$ cat src/rtl/wbps_pkg.sv
// Types and constants of the wildcard byte pattern search.
package wbps_pkg;

	localparam int MAX_PATTERN_DEF = 16;
	localparam int OFFSET_BITS_DEF = 32;
	localparam int PAT_POSITIONS   = 16;
	localparam int LEN_W           = 5;
	localparam int WILD_W          = 16;
	localparam int OFFSET_OUT_W    = 32;
	localparam int APB_ADDR_W      = 5;
	localparam int APB_DATA_W      = 64;

	// Register indexes, taken from paddr[4:3].
	typedef enum logic [1:0] {
		REG_PAT_LO = 2'd0,
		REG_PAT_HI = 2'd1,
		REG_WILD   = 2'd2,
		REG_LEN    = 2'd3
	} reg_idx_t;

	// Compare setup of one window cell: the pattern byte aligned to it and
	// whether the cell takes part in the match.
	typedef struct packed {
		logic       care;
		logic [7:0] pat;
	} cell_cfg_t;

endpackage

$ cat src/rtl/wbps_cfg.sv
// Configuration registers and per-cell pattern alignment.
module wbps_cfg #(
	parameter int MAX_PATTERN = wbps_pkg::MAX_PATTERN_DEF
) (
	input  logic                            clk,
	input  logic                            arst_n,
	input  logic                            psel,
	input  logic                            penable,
	input  logic                            pwrite,
	input  logic [wbps_pkg::APB_ADDR_W-1:0] paddr,
	input  logic [wbps_pkg::APB_DATA_W-1:0] pwdata,
	output logic [wbps_pkg::APB_DATA_W-1:0] prdata,
	output logic                            pready,
	output wbps_pkg::cell_cfg_t             cell_cfg [MAX_PATTERN],
	output logic [wbps_pkg::LEN_W-1:0]      end_m1
);

	localparam int LW = wbps_pkg::LEN_W;

	logic [63:0]                 pat_lo_q, pat_hi_q, pat_lo_d, pat_hi_d;
	logic [wbps_pkg::WILD_W-1:0] wild_q, wild_d;
	logic [LW-1:0]               len_q, len_d;
	logic                        wr;
	wbps_pkg::reg_idx_t          reg_idx;
	wbps_pkg::cell_cfg_t         cell_cfg_d [MAX_PATTERN];
	wbps_pkg::cell_cfg_t         cell_cfg_q [MAX_PATTERN];
	logic [LW-1:0]               end_m1_d, end_m1_q;
	logic [7:0]                  pat16 [wbps_pkg::PAT_POSITIONS];
	logic [LW-1:0]               used;
	logic [LW-1:0]               eff_len;

	assign pready  = 1'b1;
	assign wr      = psel & penable & pwrite;
	assign reg_idx = wbps_pkg::reg_idx_t'(paddr[4:3]);

	// Register next values
	always_comb begin
		pat_lo_d = pat_lo_q;
		pat_hi_d = pat_hi_q;
		wild_d   = wild_q;
		len_d    = len_q;
		if (wr) begin
			unique case (reg_idx)
				wbps_pkg::REG_PAT_LO: pat_lo_d = pwdata;
				wbps_pkg::REG_PAT_HI: pat_hi_d = pwdata;
				wbps_pkg::REG_WILD:   wild_d   = pwdata[wbps_pkg::WILD_W-1:0];
				wbps_pkg::REG_LEN:    len_d    = pwdata[LW-1:0];
				default:              len_d    = len_q;
			endcase
		end
	end

	// Read mux
	always_comb begin
		unique case (reg_idx)
			wbps_pkg::REG_PAT_LO: prdata = pat_lo_q;
			wbps_pkg::REG_PAT_HI: prdata = pat_hi_q;
			wbps_pkg::REG_WILD:   prdata = wbps_pkg::APB_DATA_W'(wild_q);
			wbps_pkg::REG_LEN:    prdata = wbps_pkg::APB_DATA_W'(len_q);
			default:              prdata = '0;
		endcase
	end

	// Effective length: clamp, then drop trailing wildcards (at least 1)
	always_comb begin
		for (int k = 0; k < 8; k++) begin
			pat16[k]     = pat_lo_d[8*k +: 8];
			pat16[k + 8] = pat_hi_d[8*k +: 8];
		end
		if (len_d == '0)
			used = LW'(1);
		else if (len_d > LW'(MAX_PATTERN))
			used = LW'(MAX_PATTERN);
		else
			used = len_d;
		eff_len = LW'(1);
		for (int k = 0; k < MAX_PATTERN; k++) begin
			if (LW'(k) < used && !wild_d[k])
				eff_len = LW'(k + 1);
		end
		end_m1_d = eff_len - LW'(1);
	end

	// Cell j sees the byte that is j words old; it compares against
	// pattern position eff_len-1-j
	always_comb begin
		logic [LW-1:0] idx;
		idx = '0;
		for (int j = 0; j < MAX_PATTERN; j++) begin
			idx = eff_len - LW'(j + 1);
			if (LW'(j) < eff_len) begin
				cell_cfg_d[j].care = !wild_d[idx[3:0]];
				cell_cfg_d[j].pat  = pat16[idx[3:0]];
			end else begin
				cell_cfg_d[j].care = 1'b0;
				cell_cfg_d[j].pat  = 8'h00;
			end
		end
	end

	always_ff @(posedge clk or negedge arst_n) begin
		if (!arst_n) begin
			pat_lo_q <= '0;
			pat_hi_q <= '0;
			wild_q   <= '0;
			len_q    <= LW'(1);
			end_m1_q <= '0;
			for (int j = 0; j < MAX_PATTERN; j++) begin
				cell_cfg_q[j].care <= (j == 0);
				cell_cfg_q[j].pat  <= 8'h00;
			end
		end else begin
			pat_lo_q   <= pat_lo_d;
			pat_hi_q   <= pat_hi_d;
			wild_q     <= wild_d;
			len_q      <= len_d;
			end_m1_q   <= end_m1_d;
			cell_cfg_q <= cell_cfg_d;
		end
	end

	assign cell_cfg = cell_cfg_q;
	assign end_m1   = end_m1_q;

endmodule

$ cat src/rtl/wbps_cell.sv
// One window cell: holds a byte, compares the incoming byte, passes it on.
module wbps_cell (
	input  logic                clk,
	input  logic                arst_n,
	input  logic                shift_en,
	input  logic                clear,
	input  logic [7:0]          byte_in,
	input  wbps_pkg::cell_cfg_t cfg,
	output logic [7:0]          byte_out,
	output logic                hit
);

	logic [7:0] byte_q;

	// Byte landing in this cell this cycle matches its pattern position, or the cell does not care
	assign hit = !cfg.care || (byte_in == cfg.pat);

	always_ff @(posedge clk or negedge arst_n) begin
		if (!arst_n) begin
			byte_q <= 8'h00;
		end else if (clear) begin
			byte_q <= 8'h00;
		end else if (shift_en) begin
			byte_q <= byte_in;
		end
	end

	assign byte_out = byte_q;

endmodule

$ cat src/rtl/wildcard_byte_pattern_search_top.sv
// Wildcard byte pattern search: top level.
// Usage:
//   s_* channel takes one buffer byte per word (s_tdata), s_tlast marks the
//   final byte of a buffer. m_* channel gives one result word per buffer:
//   m_tuser = found, m_tdata = offset of pattern position 0 (0 if not found).
//   Result comes at the first match, or with the last byte if none matched;
//   later bytes of a matched buffer give no word.
//   APB port holds pattern bytes, wildcard mask and length; write it only
//   between buffers, after a last byte and before the next first byte.
// Timing:
//   One byte per cycle unless a result stalls. The window is a chain of byte
//   cells whose compares are ANDed in the accept cycle; a result is registered
//   and valid on m_tvalid in the cycle after the byte that caused it. The single
//   output register sets the rate: s_tready = !m_tvalid || m_tready, so a
//   stalled result holds the input back only while it waits.
// Reset:
//   arst_n clears registers to pattern 0, no wildcards, length 1, and empties
//   window, counter and output.
module wildcard_byte_pattern_search_top #(
	parameter int MAX_PATTERN = wbps_pkg::MAX_PATTERN_DEF,
	parameter int OFFSET_BITS = wbps_pkg::OFFSET_BITS_DEF
) (
	input  logic                              clk,
	input  logic                              arst_n,
	input  logic                              s_tvalid,
	output logic                              s_tready,
	input  logic [7:0]                        s_tdata,   // [7:0] data_byte
	input  logic                              s_tlast,   // last_byte
	output logic                              m_tvalid,
	input  logic                              m_tready,
	output logic [wbps_pkg::OFFSET_OUT_W-1:0] m_tdata,   // [31:0] match_offset
	output logic                              m_tuser,   // [0] found
	input  logic                              psel,
	input  logic                              penable,
	input  logic                              pwrite,
	input  logic [wbps_pkg::APB_ADDR_W-1:0]   paddr,
	input  logic [wbps_pkg::APB_DATA_W-1:0]   pwdata,
	output logic [wbps_pkg::APB_DATA_W-1:0]   prdata,
	output logic                              pready
);

	wbps_pkg::cell_cfg_t              cell_cfg [MAX_PATTERN];
	logic [wbps_pkg::LEN_W-1:0]       end_m1;
	logic [7:0]                       win [MAX_PATTERN];
	logic [MAX_PATTERN-1:0]           hits;
	logic                             accept, shift_en, clear;
	logic                             found_q;
	logic [OFFSET_BITS-1:0]           cnt_q;
	logic [OFFSET_BITS-1:0]           offset;
	logic                             cnt_ok, match, emit;
	logic                             out_valid_q;
	logic                             out_found_q;
	logic [wbps_pkg::OFFSET_OUT_W-1:0] out_offset_q;

	wbps_cfg #(
		.MAX_PATTERN(MAX_PATTERN)
	) u_cfg (
		.clk     (clk),
		.arst_n  (arst_n),
		.psel    (psel),
		.penable (penable),
		.pwrite  (pwrite),
		.paddr   (paddr),
		.pwdata  (pwdata),
		.prdata  (prdata),
		.pready  (pready),
		.cell_cfg(cell_cfg),
		.end_m1  (end_m1)
	);

	assign s_tready = !out_valid_q || m_tready;
	assign accept   = s_tvalid && s_tready;
	assign shift_en = accept && !found_q;
	assign clear    = accept && s_tlast;

	// Window chain: cell 0 takes the new byte, each cell feeds the next
	for (genvar j = 0; j < MAX_PATTERN; j++) begin : g_cell
		logic [7:0] byte_in;
		if (j == 0) begin : g_head
			assign byte_in = s_tdata;
		end else begin : g_body
			assign byte_in = win[j-1];
		end
		wbps_cell u_cell (
			.clk     (clk),
			.arst_n  (arst_n),
			.shift_en(shift_en),
			.clear   (clear),
			.byte_in (byte_in),
			.cfg     (cell_cfg[j]),
			.byte_out(win[j]),
			.hit     (hits[j])
		);
	end

	// Match needs enough bytes of this buffer to cover the pattern
	assign cnt_ok = cnt_q >= OFFSET_BITS'(end_m1);
	assign offset = cnt_q - OFFSET_BITS'(end_m1);
	assign match  = !found_q && cnt_ok && (&hits);
	assign emit   = accept && !found_q && (match || s_tlast);

	// Byte counter and found flag, cleared at the end of a buffer
	always_ff @(posedge clk or negedge arst_n) begin
		if (!arst_n) begin
			cnt_q   <= '0;
			found_q <= 1'b0;
		end else if (accept) begin
			if (s_tlast) begin
				cnt_q   <= '0;
				found_q <= 1'b0;
			end else begin
				if (cnt_q != {OFFSET_BITS{1'b1}})
					cnt_q <= cnt_q + OFFSET_BITS'(1);
				if (match)
					found_q <= 1'b1;
			end
		end
	end

	// Output register
	always_ff @(posedge clk or negedge arst_n) begin
		if (!arst_n) begin
			out_valid_q <= 1'b0;
		end else if (emit) begin
			out_valid_q <= 1'b1;
		end else if (m_tready) begin
			out_valid_q <= 1'b0;
		end
	end

	always_ff @(posedge clk) begin
		if (emit) begin
			out_found_q  <= match;
			out_offset_q <= match ? wbps_pkg::OFFSET_OUT_W'(offset) : '0;
		end
	end

	assign m_tvalid = out_valid_q;
	assign m_tuser  = out_found_q;
	assign m_tdata  = out_offset_q;

endmodule

$ cat config.mk
export PLATFORM = sky130hd
export DESIGN_NAME = wildcard_byte_pattern_search_top
export DESIGN_NICKNAME = d
export VERILOG_FILES = /design/src/rtl/wbps_pkg.sv /design/src/rtl/wbps_cfg.sv /design/src/rtl/wbps_cell.sv /design/src/rtl/wildcard_byte_pattern_search_top.sv
export SDC_FILE = /design/constraint.sdc
export NUM_CORES = 1
export LEC_CHECK = 0
export BUFFER_PORTS_ARGS = -buffer_cell sky130_fd_sc_hd__buf_2
export CORE_ASPECT_RATIO = 1.1
export CORE_MARGIN = 5
export CORE_UTILIZATION = 30
export CTS_BUF_LIST = sky130_fd_sc_hd__clkbuf_4 sky130_fd_sc_hd__clkbuf_8
export CTS_CLUSTER_DIAMETER = 80
export DETAILED_ROUTE_END_ITERATION = 10
export SLEW_MARGIN = 15
export SYNTH_ARGS = -nofsm -noshare
export SYNTH_HDL_FRONTEND = slang
export SYNTH_SLANG_ARGS = --single-unit
export TNS_END_PERCENT = 50
$ cat constraint.sdc
create_clock -name clk -period 6.18 [get_ports clk]
set_clock_uncertainty 0.15 [all_clocks]
set_input_delay 0 -clock clk [delete_from_list [all_inputs] [get_ports clk]]
set_output_delay 0 -clock clk [all_outputs]
set_load 0.005 [all_outputs]
# After elaboration in Yosys (flattened, before gate mapping)
# Cells that the tools add are included.
[word_totals] latchBits=0 rom_bits=0 n_memories=0 reg_bits=485 output_inout_bits=100 ramBits=0 input_bits=85
[op_classes] mux=158 multipliers=0 n_eq_ne=20 reduce_logical=97 n_shift=0 bitwise=18 div=0 add_sub_neg=18 order_cmp=65
[op_table] operator="$bmux 8 s4" count=16
[op_table] operator="$mux 8" count=62
[op_table] operator="$mux 64" count=4
[op_table] operator="$pmux 64 s4" count=1
[op_table] operator="$mux 9" count=16
[op_table] operator="$eq 8x8->1" count=16
[op_table] operator="$ge 5x5->1 const B" count=16
[op_table] operator="$lt 4x5->1 const A" count=16
[op_table] operator="$lt 4x5->1 const B" count=16
[op_table] operator="$not 4->5" count=16
[op_table] operator="$bmux 1 s4" count=16
[op_table] operator="$mux 32" count=2
[op_table] operator="$logic_not 1->1" count=49
[op_table] operator="$lt 3x5->1 const A" count=8
[op_table] operator="$add 32x1->32 const B" count=1
[op_table] operator="$ge 32x5->1" count=1
[op_table] operator="$mux 16" count=2
[op_table] operator="$mux 4" count=8
[op_table] operator="$ne 32x32->1 const B" count=1
[op_table] operator="$sub 32x5->32" count=1
[op_table] operator="$sub 4x4->4 const B" count=8
[op_table] operator="$mux 5" count=5
[op_table] operator="$logic_and 1x1->1" count=21
[op_table] operator="$lt 2x5->1 const A" count=4
[op_table] operator="18 further kinds" count=70

# Logic depth before layout (Yosys ltp)
[logic_depth] word_depth=29 ltp_mapped=22

# By module
# A second synthesis with hierarchy kept.
[hier_totals] cells_unflattened=2937 area_unflattened_um2=30111.4
[by_module_without_submodules] mod="wbps_cfg" cells_per_inst=1916 n_inst=1 seq_area_each_um2=7459.7 area_per_inst_um2=19508.7
[by_module_without_submodules] mod="wbps_cell" cells_per_inst=37 n_inst=16 seq_area_each_um2=200.2 area_per_inst_um2=412.9
[by_module_without_submodules] mod="wildcard_byte_pattern_search_top" cells_per_inst=429 n_inst=1 seq_area_each_um2=1841.8 area_per_inst_um2=3996.3

# Least setup slack after synthesis
# Ideal clock, no wire load.
[synth_timing] kind="flip-flop to flip-flop" startpoint="register cnt_q[0]" endpoint="register out_offset_q, in the netlist m_tdata[0], enable pin" arrival_ns=4.861 path_stages_with_launch=16 setup_slack_ns=0.704 setup_time_ns=0.464 path_cell_list="dfrtp_1 -> inv_1 -> ha_1 -> fa_1 -> nor2b_1 -> o21ai_0 -> a21boi_0 -> nor3_1 -> nand2_1 -> or3_1 -> clkbuf_1 -> nor4_1 -> nand3_1 -> nand4_1 -> nor2b_1 -> nor3_1"
[synth_via] elab_chain_len=5
[synth_lines] element="from (decl)" line_no="wildcard_byte_pattern_search_top.sv:48" text="logic [OFFSET_BITS-1:0] cnt_q;"
[synth_lines] element="from (signal assigned)" line_no="wildcard_byte_pattern_search_top.sv:113" text="cnt_q <= cnt_q + OFFSET_BITS'(1);"
[synth_lines] element="$ge 32x5->1" line_no="wildcard_byte_pattern_search_top.sv:97" text="assign cnt_ok = cnt_q >= OFFSET_BITS'(end_m1);"
[synth_lines] element="$logic_and 1x1->1 (2 in series)" line_no="wildcard_byte_pattern_search_top.sv:99" text="assign match = !found_q && cnt_ok && (&hits);"
[synth_lines] element="$logic_or 1x1->1" line_no="wildcard_byte_pattern_search_top.sv:100" text="assign emit = accept && !found_q && (match || s_tlast);"
[synth_lines] element="$logic_and 1x1->1" line_no="wildcard_byte_pattern_search_top.sv:100"
[synth_lines] element="net emit" line_no="wildcard_byte_pattern_search_top.sv:50" text="logic cnt_ok, match, emit;"
[synth_lines] element="to (signal assigned)" line_no="wildcard_byte_pattern_search_top.sv:134" text="out_offset_q <= match ? wbps_pkg::OFFSET_OUT_W'(offset) : '0;"
[synth_lines] element="to (decl)" line_no="wildcard_byte_pattern_search_top.sv:53" text="logic [wbps_pkg::OFFSET_OUT_W-1:0] out_offset_q;"
# The timed path passes the listed nets, and every way through them passes these cells.
# A chain may end at the register's enable or synchronous reset.

==> summary.txt <==
Synth
  – YS warnings: 0
  – Avg Cell Area, Syn: 10.0 µm²
  – Top cells by area, synth: dfrtp_1 (39%), mux2i_1 (8.2%), mux4_2 (6.5%), a22o_1 (5.0%), xnor2_1 (4.6%)
  – Seq/Total Area, Yosys: 43.0%
  – Syn Inst Count: 2853
  – Synth top area share: 39.3%
  – Yosys reg bits: 485
  – Async SR Flop Fraction: 93.2%
  – Synth area leader: dfrtp_1
  – Number of flops mapped to enable cells by yosys: 33
  – Synth Net Count: 2956
  – Post-synth cell types: 82
  – Top FF cell, synth: dfrtp_1
  – Mapped Area: 28600 µm²

Clock tree
  – Clk slew on worst S/H paths: 0.06 ns
  – CTS sink cnt: 485
  – CTS root buf: clkbuf_8
  – Clock H-tree levels: 3
  – CTS max path bufs: 3
  – # Post-CTS Setup Buffers: 0
  – Total CTS buffers: 88
  – TritonCTS clock tree: built
  – Clk Latency, worst-skew pair: 0.75 ns

Timing
  – Clock period minus worst slack: 5.95 ns
  – Max Fclk: 0.168 GHz
  – Setup TNS: 0 ns
  – Worst slew margin: 18.6%
  – RSZ-0062 raised after global routing: no
  – Tcrit/Tclk final: 96.2%
  – Final hold vios: 0
  – Setup violators final: 0
  – Worst Max-Slew Pin Slew: 1.19 ns
  – Slew Limit Fails: 0
  – Final WS setup: 0.232 ns

Power and ir drop
  – Combinational Power Share: 59.8%
  – Power per Cell Area: 561 nW/µm²
  – Leakage: 15.5 nW
  – NetSw: 9.18 mW
  – Switching Fraction: 47.7%
  – Peak supply drop: 512 µV
  – Internal power: 10.1 mW
  – Clock Power Share: 17.6%
  – Reg power frac: 22.7%

Floorplan
  – Die area: 102000 µm²
  – Ports: 185
  – Vert. Die Dim: 334 µm
  – Width of the die: 305 µm
  – Initial Util: 30.3%
  – Core Footprint: 94500 µm²
  – Number of placement rows: 118

Route
  – Iter 0 DRT Violations: 2660
  – Total Routed Length: 111000 µm
  – Detailed Routing Iterations Pass 1: 6
  – Vias/cell: 5.50
  – ANT nets after route: 0
  – Vias: 24.5k
  – DR DRC count: 0
  – DR WL/cell: 24.9 µm

Min path
  – Worst min-delay path category: input pin to register

Worst setup path
  – Arr. time, crit path: 6.44 ns
  – WP buf/inv: 6
  – Family with the most delay on the worst path: buffers and inverters
  – Setup crit end kind: register
  – Critical Path Max Stage Delay: 0.80 ns
  – Crit start category: input pin
  – Slowest-stage cell, CP: dlygate4sd3_1
  – Crit-path max FO: 206
  – Worst-path cell chain: dlygate4sd3_1 -> buf_2 -> nand4_2 -> dlygate4sd3_1 -> nor2_4 -> dlygate4sd3_1 -> mux2i_1 -> nand4_1 -> a211oi_1 -> o31a_1 -> nor2_4 -> inv_6 -> buf_12 -> mux4_2 -> mux2i_1 -> o21ai_0 -> nand2_1
  – Critical Path Most Common Cell: dlygate4sd3_1
  – Crit path required time: 6.68 ns
  – WS Path Type: input pin to register

Finish
  – Share of cells above drive strength 1: 19.0%
  – Final instance area: 34300 µm²
  – Most frequent cells in the layout: dfrtp_1 (450), nor2_1 (276), mux2i_1 (234)
  – Final net count: 3215
  – Core Util, Final: 36.3%
  – Layout area overhead: 19.7%
  – Fillers: 9581
  – Commonest non-fill, non-tap cell in the layout: dfrtp_1
  – Fin cells: 4448

Global route
  – Antenna violations before repair: 4
  – Total global routing track utilization: 21.1%
  – Remaining Overflow, GRT: 0
  – Vias in the first global route: 23.9k
  – First-pass GRT wire length: 163000 µm
  – Largest net degree at the start of global routing: 207

Placement
  – Port Buffers: 180
  – Placed insts: 4146
  – Pre-CTS WS: 0.684 ns
  – RD Place Congestion: 0.988
  – Area after DPL: 30900 µm²
  – Dpl hpwl: 81600 µm

Run
  – Max cap viols: 0

Run status
  – Outcome: complete, no violations
==> layer usage <==
layer / up-vias / part of all wire (%) / wire length (µm) / track usage [%]
met1: 12100 / 41 / 45000 / 27.9
met3: 252 / 7.2 / 8010 / 3.37
met5: - / 0 / 0 / 0
met4: 0 / 6.3 / 6980 / 10.9
met2: 1257 / 46 / 50500 / 33.5
li1: 10900 / - / - / -
==> final cells by class <==
type / instances / area, µm² / share of cell area (%)
clock inverter: 33 / 322 / 0.938
clock buffer: 131 / 1660 / 4.84
antenna: 2 / 5.00 / 0.0146
timing repair buffer: 379 / 2860 / 8.33
multi-input combinational: 2003 / 15000 / 43.7
sequential: 485 / 12300 / 35.9
tap: 1260 / 1580 / 4.60
inverter: 155 / 587 / 1.71
==> path summary, 6_finish.rpt <==
path                                                     from                             to  slack [ns]  cells past startpoint
worst max-delay path                                   pwrite             u_cfg.cell_cfg[61]        0.23                     17
worst min-delay path                               pwdata[41]             u_cfg.pat_hi_q[41]        0.06                      4
worst max register to register                 u_cfg.len_q[4]            u_cfg.cell_cfg[131]        1.00                     15
worst min register to register  g_cell[12].u_cell.byte_out[0]  g_cell[13].u_cell.byte_out[0]        0.37                      1
max in group asynchronous                              arst_n                u_cfg.wild_q[1]        4.64                      4
min in group asynchronous                              arst_n            u_cfg.cell_cfg[143]        0.31                      3
==> cell families (layout without fill, tap and decap cells) <==
group / count (synthesis) / in the layout / synth area share, %
AOI/OAI and AO/OA: 725 / 725 / 17.2
adders and majority gates: 18 / 18 / 0.813
DFF: 485 / 485 / 43.0
other: 1 / 3 / 0.0131
muxes: 381 / 381 / 17.2
and+or+nand+nor: 695 / 695 / 11.0
xor gates and xnor gates: 183 / 183 / 5.69
buffers and inverters: 365 / 698 / 5.07
==> worst reg2reg max path, stage by stage (launching register included) <==
cell and delay (ns):
dfrtp_1 0.47, a21boi_0 0.18, nor2_1 0.41, inv_1 0.36, a222oi_1 0.39, buf_4 0.21, o21a_1 0.16, a31oi_2 0.13
nand2_4 0.20, buf_4 0.53, ha_1 0.45, inv_1 0.15, nor4_1 0.29, a21oi_1 0.07, o22ai_1 0.70, a22o_1 0.26
==> Yosys cell counts (all sizes together) (5+ instances only) <==
master  instances
edfxtp         33
nor3           57
dfrtp         450
a211oi         30
o21a            8
o21bai          5
and2            8
mux2i         234
o32ai          10
nor2          280
or3            19
a21boi          5
nor2b           8
nor4           13
a21o            8
o22ai          40
a31o           19
xor2           31
mux4           83
ha             17
a221o          10
nand2b         10
nand3          45
clkbuf        137
a22o          163
a31oi          10
nand4          52
a21oi         151
nand2         174
mux2           64
o21ai         174
buf            73
and3           14
a32o           16
or2             5
xnor2         152
o211ai         38
inv           153
==> power groups by stage <==
stage | clock network, mW | logic (mW) | registers, mW
floorplan | 0 | 7.31 | 4.21
global placement | 0 | 11.0 | 4.40
detailed placement | 0 | 11.0 | 4.41
CTS | 3.46 | 11.2 | 4.36
global route | 3.60 | 12.0 | 4.42
finish | 3.38 | 11.5 | 4.36
==> through the flow <==
| stage | power, mW | hold WS [ns] |
|---|---|---|
| floorplan | 11.5 | -0.446 |
| global placement | 15.4 | -0.102 |
| detailed placement | 15.4 | -0.103 |
| CTS | 19.0 | 0.000292 |
| global route | 20.1 | 0.0383 |
| finish | 19.2 | 0.0591 |
==> flip-flops by register name, indices dropped and copies added (netlist names) <==
signal	count
u_cfg.wild_q	16
u_cfg.len_q	5
u_cfg.cell_cfg	144
g_cell.u_cell.byte_out	120
m_tvalid	1
u_cfg.pat_lo_q	64
u_cfg.pat_hi_q	64
found_q	1
cnt_q	32
m_tdata	32
u_cfg.end_m1	5
m_tuser	1
==> timing repair <==
item / 4_1_cts / 5_1_grt
resized for setup: 0 / 3
hold buffers: 136 / 0
hold endpoints to repair: 741 / 0
setup endpoints to repair: 0 / 13
(Power assumes the default switching activity.)
